<file path="src/hdl/lks_pkg.sv">
// package for the lru key-value store: request and response types, codes, defaults
package lks_pkg;

  // default number of slots
  localparam int unsigned LKS_CAPACITY = 16;

  // width and reset value of the active entry limit register
  localparam int unsigned CFG_W         = 5;
  localparam logic [CFG_W-1:0] CFG_RESET = CFG_W'(16);

  // operation codes
  localparam logic KIND_GET = 1'b0;
  localparam logic KIND_SET = 1'b1;

  // value returned by a get that misses
  localparam logic signed [31:0] MISS_VALUE = -32'sd1;

  // one request
  typedef struct packed {
    logic               kind;
    logic signed [31:0] key;
    logic signed [31:0] value;
  } lks_req_t;

  // one response
  typedef struct packed {
    logic               hit;
    logic signed [31:0] read_value;
    logic               evicted;
    logic signed [31:0] evicted_key;
  } lks_rsp_t;

endpackage

</file>
<file path="src/hdl/lru_key_value_store.sv">
// fully associative key-value store with least-recently-used replacement
//
//   channel  ports                       handshake
//   request  start, busy, in_req         taken when start is high and busy is low
//   response out_strobe, out_rsp         one cycle per response, no back-pressure
//   config   cfg_wr_en, cfg_wr_data      written on any edge with cfg_wr_en high
//
// one request per cycle sustained; busy is never raised
// a request is registered at the accepting edge, searched and applied to the slots in the
// next cycle, and its response is shown in the cycle after that
// the parallel key compare and the recency rank update over all slots set that cycle
// rst_n (synchronous) clears the valid bits, ranks, fill count and limit (to 16)
// the receiver cannot stall: out_strobe is high for exactly one cycle per response
module lru_key_value_store
  import lks_pkg::*;
#(
  parameter int unsigned CAPACITY = LKS_CAPACITY
) (
  input  logic             clk,
  input  logic             rst_n,
  input  logic             start,
  output logic             busy,
  input  lks_req_t         in_req,
  output logic             out_strobe,
  output lks_rsp_t         out_rsp,
  input  logic             cfg_wr_en,
  input  logic [CFG_W-1:0] cfg_wr_data
);

  localparam int unsigned RW    = $clog2(CAPACITY);
  localparam int unsigned CNT_W = $clog2(CAPACITY + 1);
  localparam int unsigned CMP_W = (CNT_W > CFG_W) ? CNT_W : CFG_W;

  // request register
  logic              in_valid_r;
  lks_req_t          req_r;

  // slot state
  logic [CAPACITY-1:0]        valid_r, valid_nxt;
  logic signed [31:0]         key_r   [CAPACITY];
  logic signed [31:0]         value_r [CAPACITY];
  logic [RW-1:0]              rank_r  [CAPACITY];
  logic [RW-1:0]              rank_nxt[CAPACITY];
  logic [CNT_W-1:0]           fill_r, fill_nxt;
  logic [CFG_W-1:0]           active_r;

  // response register
  logic              out_strobe_r;
  lks_rsp_t          rsp_r, rsp_nxt;

  // search results
  logic [CAPACITY-1:0] match;
  logic [CAPACITY-1:0] free_oh;
  logic [CAPACITY-1:0] old_oh;
  logic [CAPACITY-1:0] target;
  logic                hit;
  logic                use_free;
  logic                is_set;
  logic                do_update;
  logic                evict;
  logic signed [31:0]  hit_value;
  logic signed [31:0]  old_key;
  logic [RW-1:0]       hit_rank;
  logic [RW-1:0]       old_rank;
  logic [CNT_W-1:0]    promo_rank;
  logic [CMP_W-1:0]    limit;
  logic [CMP_W-1:0]    act_ext;

  assign busy       = 1'b0;
  assign out_strobe = out_strobe_r;
  assign out_rsp    = rsp_r;

  // effective entry limit, clamped to one..CAPACITY
  always_comb begin
    act_ext = CMP_W'(active_r);
    if (act_ext == '0) begin
      limit = CMP_W'(1);
    end else if (act_ext > CMP_W'(CAPACITY)) begin
      limit = CMP_W'(CAPACITY);
    end else begin
      limit = act_ext;
    end
  end

  assign use_free = CMP_W'(fill_r) < limit;
  assign old_rank = RW'(fill_r - CNT_W'(1));
  assign free_oh  = ~valid_r & (valid_r + CAPACITY'(1));

  // parallel key compare, oldest slot and one-hot selects
  always_comb begin
    hit_value = '0;
    old_key   = '0;
    hit_rank  = '0;
    for (int i = 0; i < CAPACITY; i++) begin
      match[i]  = valid_r[i] && (key_r[i] == req_r.key);
      old_oh[i] = valid_r[i] && (rank_r[i] == old_rank);
      if (match[i]) begin
        hit_value = hit_value | value_r[i];
        hit_rank  = hit_rank | rank_r[i];
      end
      if (old_oh[i]) begin
        old_key = old_key | key_r[i];
      end
    end
  end

  assign hit       = |match;
  assign is_set    = (req_r.kind == KIND_SET);
  assign do_update = in_valid_r && (hit || is_set);
  assign evict     = is_set && !hit && !use_free;

  // slot to promote and the rank it leaves behind
  always_comb begin
    if (hit) begin
      target     = match;
      promo_rank = CNT_W'(hit_rank);
    end else if (use_free) begin
      target     = free_oh;
      promo_rank = fill_r;
    end else begin
      target     = old_oh;
      promo_rank = CNT_W'(old_rank);
    end
  end

  // next valid bits, ranks and fill
  always_comb begin
    valid_nxt = valid_r;
    fill_nxt  = fill_r;
    for (int i = 0; i < CAPACITY; i++) begin
      rank_nxt[i] = rank_r[i];
      if (do_update) begin
        if (target[i]) begin
          rank_nxt[i] = '0;
        end else if (valid_r[i] && (CNT_W'(rank_r[i]) < promo_rank)) begin
          rank_nxt[i] = rank_r[i] + RW'(1);
        end
      end
    end
    if (do_update && is_set && !hit && use_free) begin
      valid_nxt = valid_r | free_oh;
      fill_nxt  = fill_r + CNT_W'(1);
    end
  end

  // response fields
  always_comb begin
    rsp_nxt.hit         = hit;
    rsp_nxt.evicted     = evict;
    rsp_nxt.evicted_key = evict ? old_key : 32'sd0;
    if (is_set) begin
      rsp_nxt.read_value = req_r.value;
    end else if (hit) begin
      rsp_nxt.read_value = hit_value;
    end else begin
      rsp_nxt.read_value = MISS_VALUE;
    end
  end

  // control registers
  always_ff @(posedge clk) begin
    if (!rst_n) begin
      in_valid_r   <= 1'b0;
      out_strobe_r <= 1'b0;
      valid_r      <= '0;
      fill_r       <= '0;
      active_r     <= CFG_RESET;
      for (int i = 0; i < CAPACITY; i++) begin
        rank_r[i] <= '0;
      end
    end else begin
      in_valid_r   <= start && !busy;
      out_strobe_r <= in_valid_r;
      valid_r      <= valid_nxt;
      fill_r       <= fill_nxt;
      if (cfg_wr_en) begin
        active_r <= cfg_wr_data;
      end
      for (int i = 0; i < CAPACITY; i++) begin
        rank_r[i] <= rank_nxt[i];
      end
    end
  end

  // payload registers
  always_ff @(posedge clk) begin
    if (start && !busy) begin
      req_r <= in_req;
    end
    if (in_valid_r) begin
      rsp_r <= rsp_nxt;
    end
    for (int i = 0; i < CAPACITY; i++) begin
      if (do_update && is_set && target[i]) begin
        key_r[i]   <= req_r.key;
        value_r[i] <= req_r.value;
      end
    end
  end

endmodule

</file>
<file path="config.mk">
export PLATFORM = sky130hd
export DESIGN_NAME = lru_key_value_store
export DESIGN_NICKNAME = d
export VERILOG_FILES = /design/src/hdl/lks_pkg.sv /design/src/hdl/lru_key_value_store.sv
export SDC_FILE = /design/constraint.sdc
export NUM_CORES = 2
export LEC_CHECK = 0
export BUFFER_PORTS_ARGS = -buffer_cell sky130_fd_sc_hd__buf_4
export CORE_MARGIN = 2
export CORE_UTILIZATION = 25
export CTS_CLUSTER_SIZE = 16
export DETAILED_ROUTE_END_ITERATION = 6
export PLACE_DENSITY = 0.44
export SLEW_MARGIN = 20
export SYNTH_ARGS = -nofsm -noshare
export SYNTH_HDL_FRONTEND = slang
export SYNTH_SLANG_ARGS = --single-unit
</file>
<file path="constraint.sdc">
create_clock -name clk -period 10.4 [get_ports clk]
set_clock_uncertainty 0.2 [all_clocks]
set_input_delay 1.04 -clock clk [delete_from_list [all_inputs] [get_ports clk]]
set_output_delay 1.04 -clock clk [all_outputs]
set_load 0.02 [all_outputs]
</file>
==> impl_results.md <==
* Status: finished clean
* First-pass GRT wire length at 303 mm
* Root buffer cell: clkbuf_16
* Die Span X at 470 um
* Placed instance area at 59000 um^2
* Worst endpoint required time at 10.91 ns
* Hold_buf cts at 0
* Worst Tran Pin Value at 1.34 ns
* Max VDD drop at 0.000108 V
* Worst r2r src: req_r[60]
* Yosys reg bits at 1247
* Cell row count at 171
* Worst skew pair latency at 0.81 ns
* Total grt overflow at 0
* Synth Warn # at 0
* DR DRC count at 0
* ANT nets after route at 0
* Sequential share of the synthesized area at 0.672
* Initial core utilization at 0.251
* Slew Viols, Final at 0
* Max_cap viols at 0
* Hold depth at 1
* Die area at 221000 um^2
* Crit-path cells: buf_4 -> xnor2_1 -> nand4_1 -> nor4_1 -> and3_2 -> buf_4 -> nor4_1 -> and4_4 -> o21ai_1 -> buf_4 -> ha_1 -> a211o_1 -> inv_1 -> a21oi_1 -> nor2_1 -> o21a_1 -> o211ai_1 -> or3_1 -> a21oi_1
* Post-DP HPWL at 140 mm
* EDFF count, synth at 1155
* Post-route cell area at 63500 um^2
* Max layer used: met5
* Leakage at 0.0199 uW
* CTS Buf Count at 143
* DIE HEIGHT at 470 um
* Critical path buffers and inverters at 4
* Hold Path Sink: req_r[37]
* Vias after detailed routing at 36200
* RR Endpoint: rank_r[1][7]
* All-layer global routing usage at 0.197
* Ys async rst share at 0
* Vias in the first global route at 34500
* Placer Congestion at 0.941
* Vias per cell at 5.20
* Reg clk slew, reported paths at 0.06 ns
* CTS Sinks at 1247
* Max Freq at 0.139 GHz
* Initial antenna violation count at 11
* Clock Path Buffers at 3
* TritonCTS clock tree: yes
* Iter 0 DRT Violations at 5023
* Num ports at 142
* Endpoints failing setup at 0
* Final net count at 4133
* CP max-delay cell: nor4_1
* CP Max Fanout at 37
* Setup Buffers After CTS at 0
* Largest net degree at the start of global routing at 61
* CP endpoint kind: flop
* Setup Total Neg Slack at 0 ns
* Port Buffers at 140
* Drt pass-1 iters at 5
* Yosys cell types at 70
* Most used flip-flop cell after synthesis: edfxtp_1
* Max-Slew Margin vs Limit at 0.0966
* RSZ-0062 raised after global routing: false
* Area added between synthesis and finish at 16.7%
* Met2 layer wire length in the routed design at 101 mm
* Power Dens Cells at 176 nW/um^2
* R2r setup slk at 3.22 ns
* WL met3 at 19.4 mm
* Layout cells sized above 1 at 0.127
* Core region area at 217000 um^2
* Worst reg2reg path depth at 19
* Mapped Area at 54400 um^2
* Fin crit share at 0.690
* CP max stage delay at 0.97 ns
* Crit start category: flop
* Resized cells post-CTS at 0
* Delay-heaviest family, CP: simple AND/OR/NAND/NOR gates
* Critical Path AT at 7.69 ns
* Mapped Cells at 3807
* Syn nets at 3951
* H-tree levels at 4
* Drt total wl at 225 mm
* Critical path type: flop to flop
* Mean area per synthesized cell at 14.3 um^2
* Drt wl/cell at 32.3 um
* CP most frequent cell: buf_4
* Hold Path Class: input port to flop
* M1 WL at 96.5 mm
* Final hold violations at 0
* Minimum clock period at 7.18 ns
* Worst Hold Launch: in_req[37]
[Yosys cell counts (11+ instances only)]
| cell | instances | area (um^2) |
|---|---|---|
| edfxtp_1 | 1155 | 34700 |
| a22oi_1 | 299 | 2240 |
| or3_1 | 15 | 93.8 |
| nand4_1 | 176 | 1100 |
| dfxtp_1 | 92 | 1840 |
| a221oi_1 | 120 | 1050 |
| clkbuf_1 | 124 | 465 |
| nand3_1 | 129 | 646 |
| nor2_1 | 154 | 578 |
| nor3b_1 | 15 | 113 |
| nand2b_1 | 18 | 113 |
| o211ai_1 | 19 | 143 |
| o21ai_0 | 54 | 270 |
| a22o_1 | 119 | 1040 |
| xor2_1 | 97 | 850 |
| ha_1 | 70 | 876 |
| nor4_1 | 52 | 325 |
| and3_1 | 28 | 175 |
| a21oi_1 | 118 | 591 |
| and4_1 | 11 | 96.3 |
| buf_4 | 47 | 353 |
| buf_6 | 13 | 146 |
| xnor2_1 | 505 | 4420 |
| mux2i_1 | 12 | 120 |
| nor2b_1 | 31 | 194 |
| nand2_1 | 58 | 218 |
| nor3_1 | 48 | 240 |
| inv_1 | 80 | 300 |
| buf_1 | 30 | 113 |
[per-layer routing]
metal / up-vias / track usage
met4: 10 / 0.0727
li1: 15200 / -
met5: - / 0
met2: 1806 / 0.304
met1: 18800 / 0.271
met3: 337 / 0.0416
[flip-flops by register name, indices dropped and copies added, names as in the netlist]
name        flops
value_r       512
in_valid_r      1
req_r          64
is_set          1
rank_r         64
fill_r          5
valid_r        16
out_rsp        66
out_strobe      1
key_r         512
act_ext         5
[area by class of cell]
class	instances	area (um^2)
inverters	80	300
diodes	5	12.5
repair buffers	266	2020
clock buffers	185	3860
fillers	21700	153000
clock inverters	72	579
flip-flops and latches	1247	36500
multi-input cells	2251	16600
well taps	2854	3570
[cells in the final DEF (no fill, tap or decap), types with 12 or more instances in the layout]
master / Yosys / routed
mux2i_1: 12 / 12
ha_1: 70 / 70
xnor2_1: 505 / 504
a22o_1: 119 / 119
nor3_2: 1 / 17
nand2b_1: 18 / 18
xor2_1: 97 / 96
a221oi_1: 120 / 120
or3_1: 15 / 15
nor2_4: 0 / 12
nand2_1: 58 / 57
a21oi_1: 118 / 117
buf_4: 47 / 264
dfxtp_1: 92 / 91
nand4_1: 176 / 176
nand3_1: 129 / 128
a22oi_1: 299 / 299
nor4_1: 52 / 50
clkinv_1: 0 / 40
nor2b_1: 31 / 28
nor3b_1: 15 / 15
o21ai_0: 54 / 51
nor2_1: 154 / 141
and3_2: 0 / 14
inv_1: 80 / 80
and3_1: 28 / 14
clkbuf_1: 124 / 34
edfxtp_1: 1155 / 1155
clkbuf_16: 0 / 147
o211ai_1: 19 / 19
nor3_1: 48 / 32
[where the power goes]
part / switching (uW) / total, uW / internal (uW)
clock: 2140 / 4920 / 2780
combinational: 461 / 654 / 193
sequential: 69.6 / 5630 / 5560
total: 2670 / 11200 / 8530
[cell families after synthesis]
| family | count (synthesis) | share of synthesized area |
|---|---|---|
| other cells | 1 | 0.0000689 |
| buf+inv | 309 | 0.0279 |
| fa+ha+maj | 70 | 0.0161 |
| simple gates | 765 | 0.0759 |
| mux | 14 | 0.00262 |
| compound gates | 799 | 0.109 |
| flops | 1247 | 0.672 |
| xor+xnor | 602 | 0.0969 |
[stage by stage]
| step | hold slack, ns | worst slack, ns | total power (uW) | utilization | cells |
|---|---|---|---|---|---|
| final | 0.209 | 3.22 | 11200 | 0.293 | 6960 |
| after global routing | 0.170 | 3.10 | 11500 | 0.293 | 6957 |
| after floorplan | 0.283 | 4.00 | 6070 | - | 3807 |
| after CTS | 0.148 | 3.38 | 11300 | 0.293 | 6955 |
| after global placement | 0.346 | 2.85 | 6380 | 0.272 | 6695 |
| after detailed placement | 0.341 | 3.42 | 6380 | 0.272 | 6698 |
[how the worst max path moves through the flow]
stage	from	endpoint	depth (start not counted)
2_1_floorplan	req_r[54]	key_r[0][192]	13
3_3_place_gp	req_r[36]	rank_r[0][11]	20
3_5_place_dp	req_r[59]	value_r[0][1]	13
4_1_cts	req_r[40]	rank_r[0][11]	20
5_1_grt	req_r[60]	rank_r[0][11]	20
6_report	req_r[60]	rank_r[1][7]	19
Power figures use the tool's default switching activity.
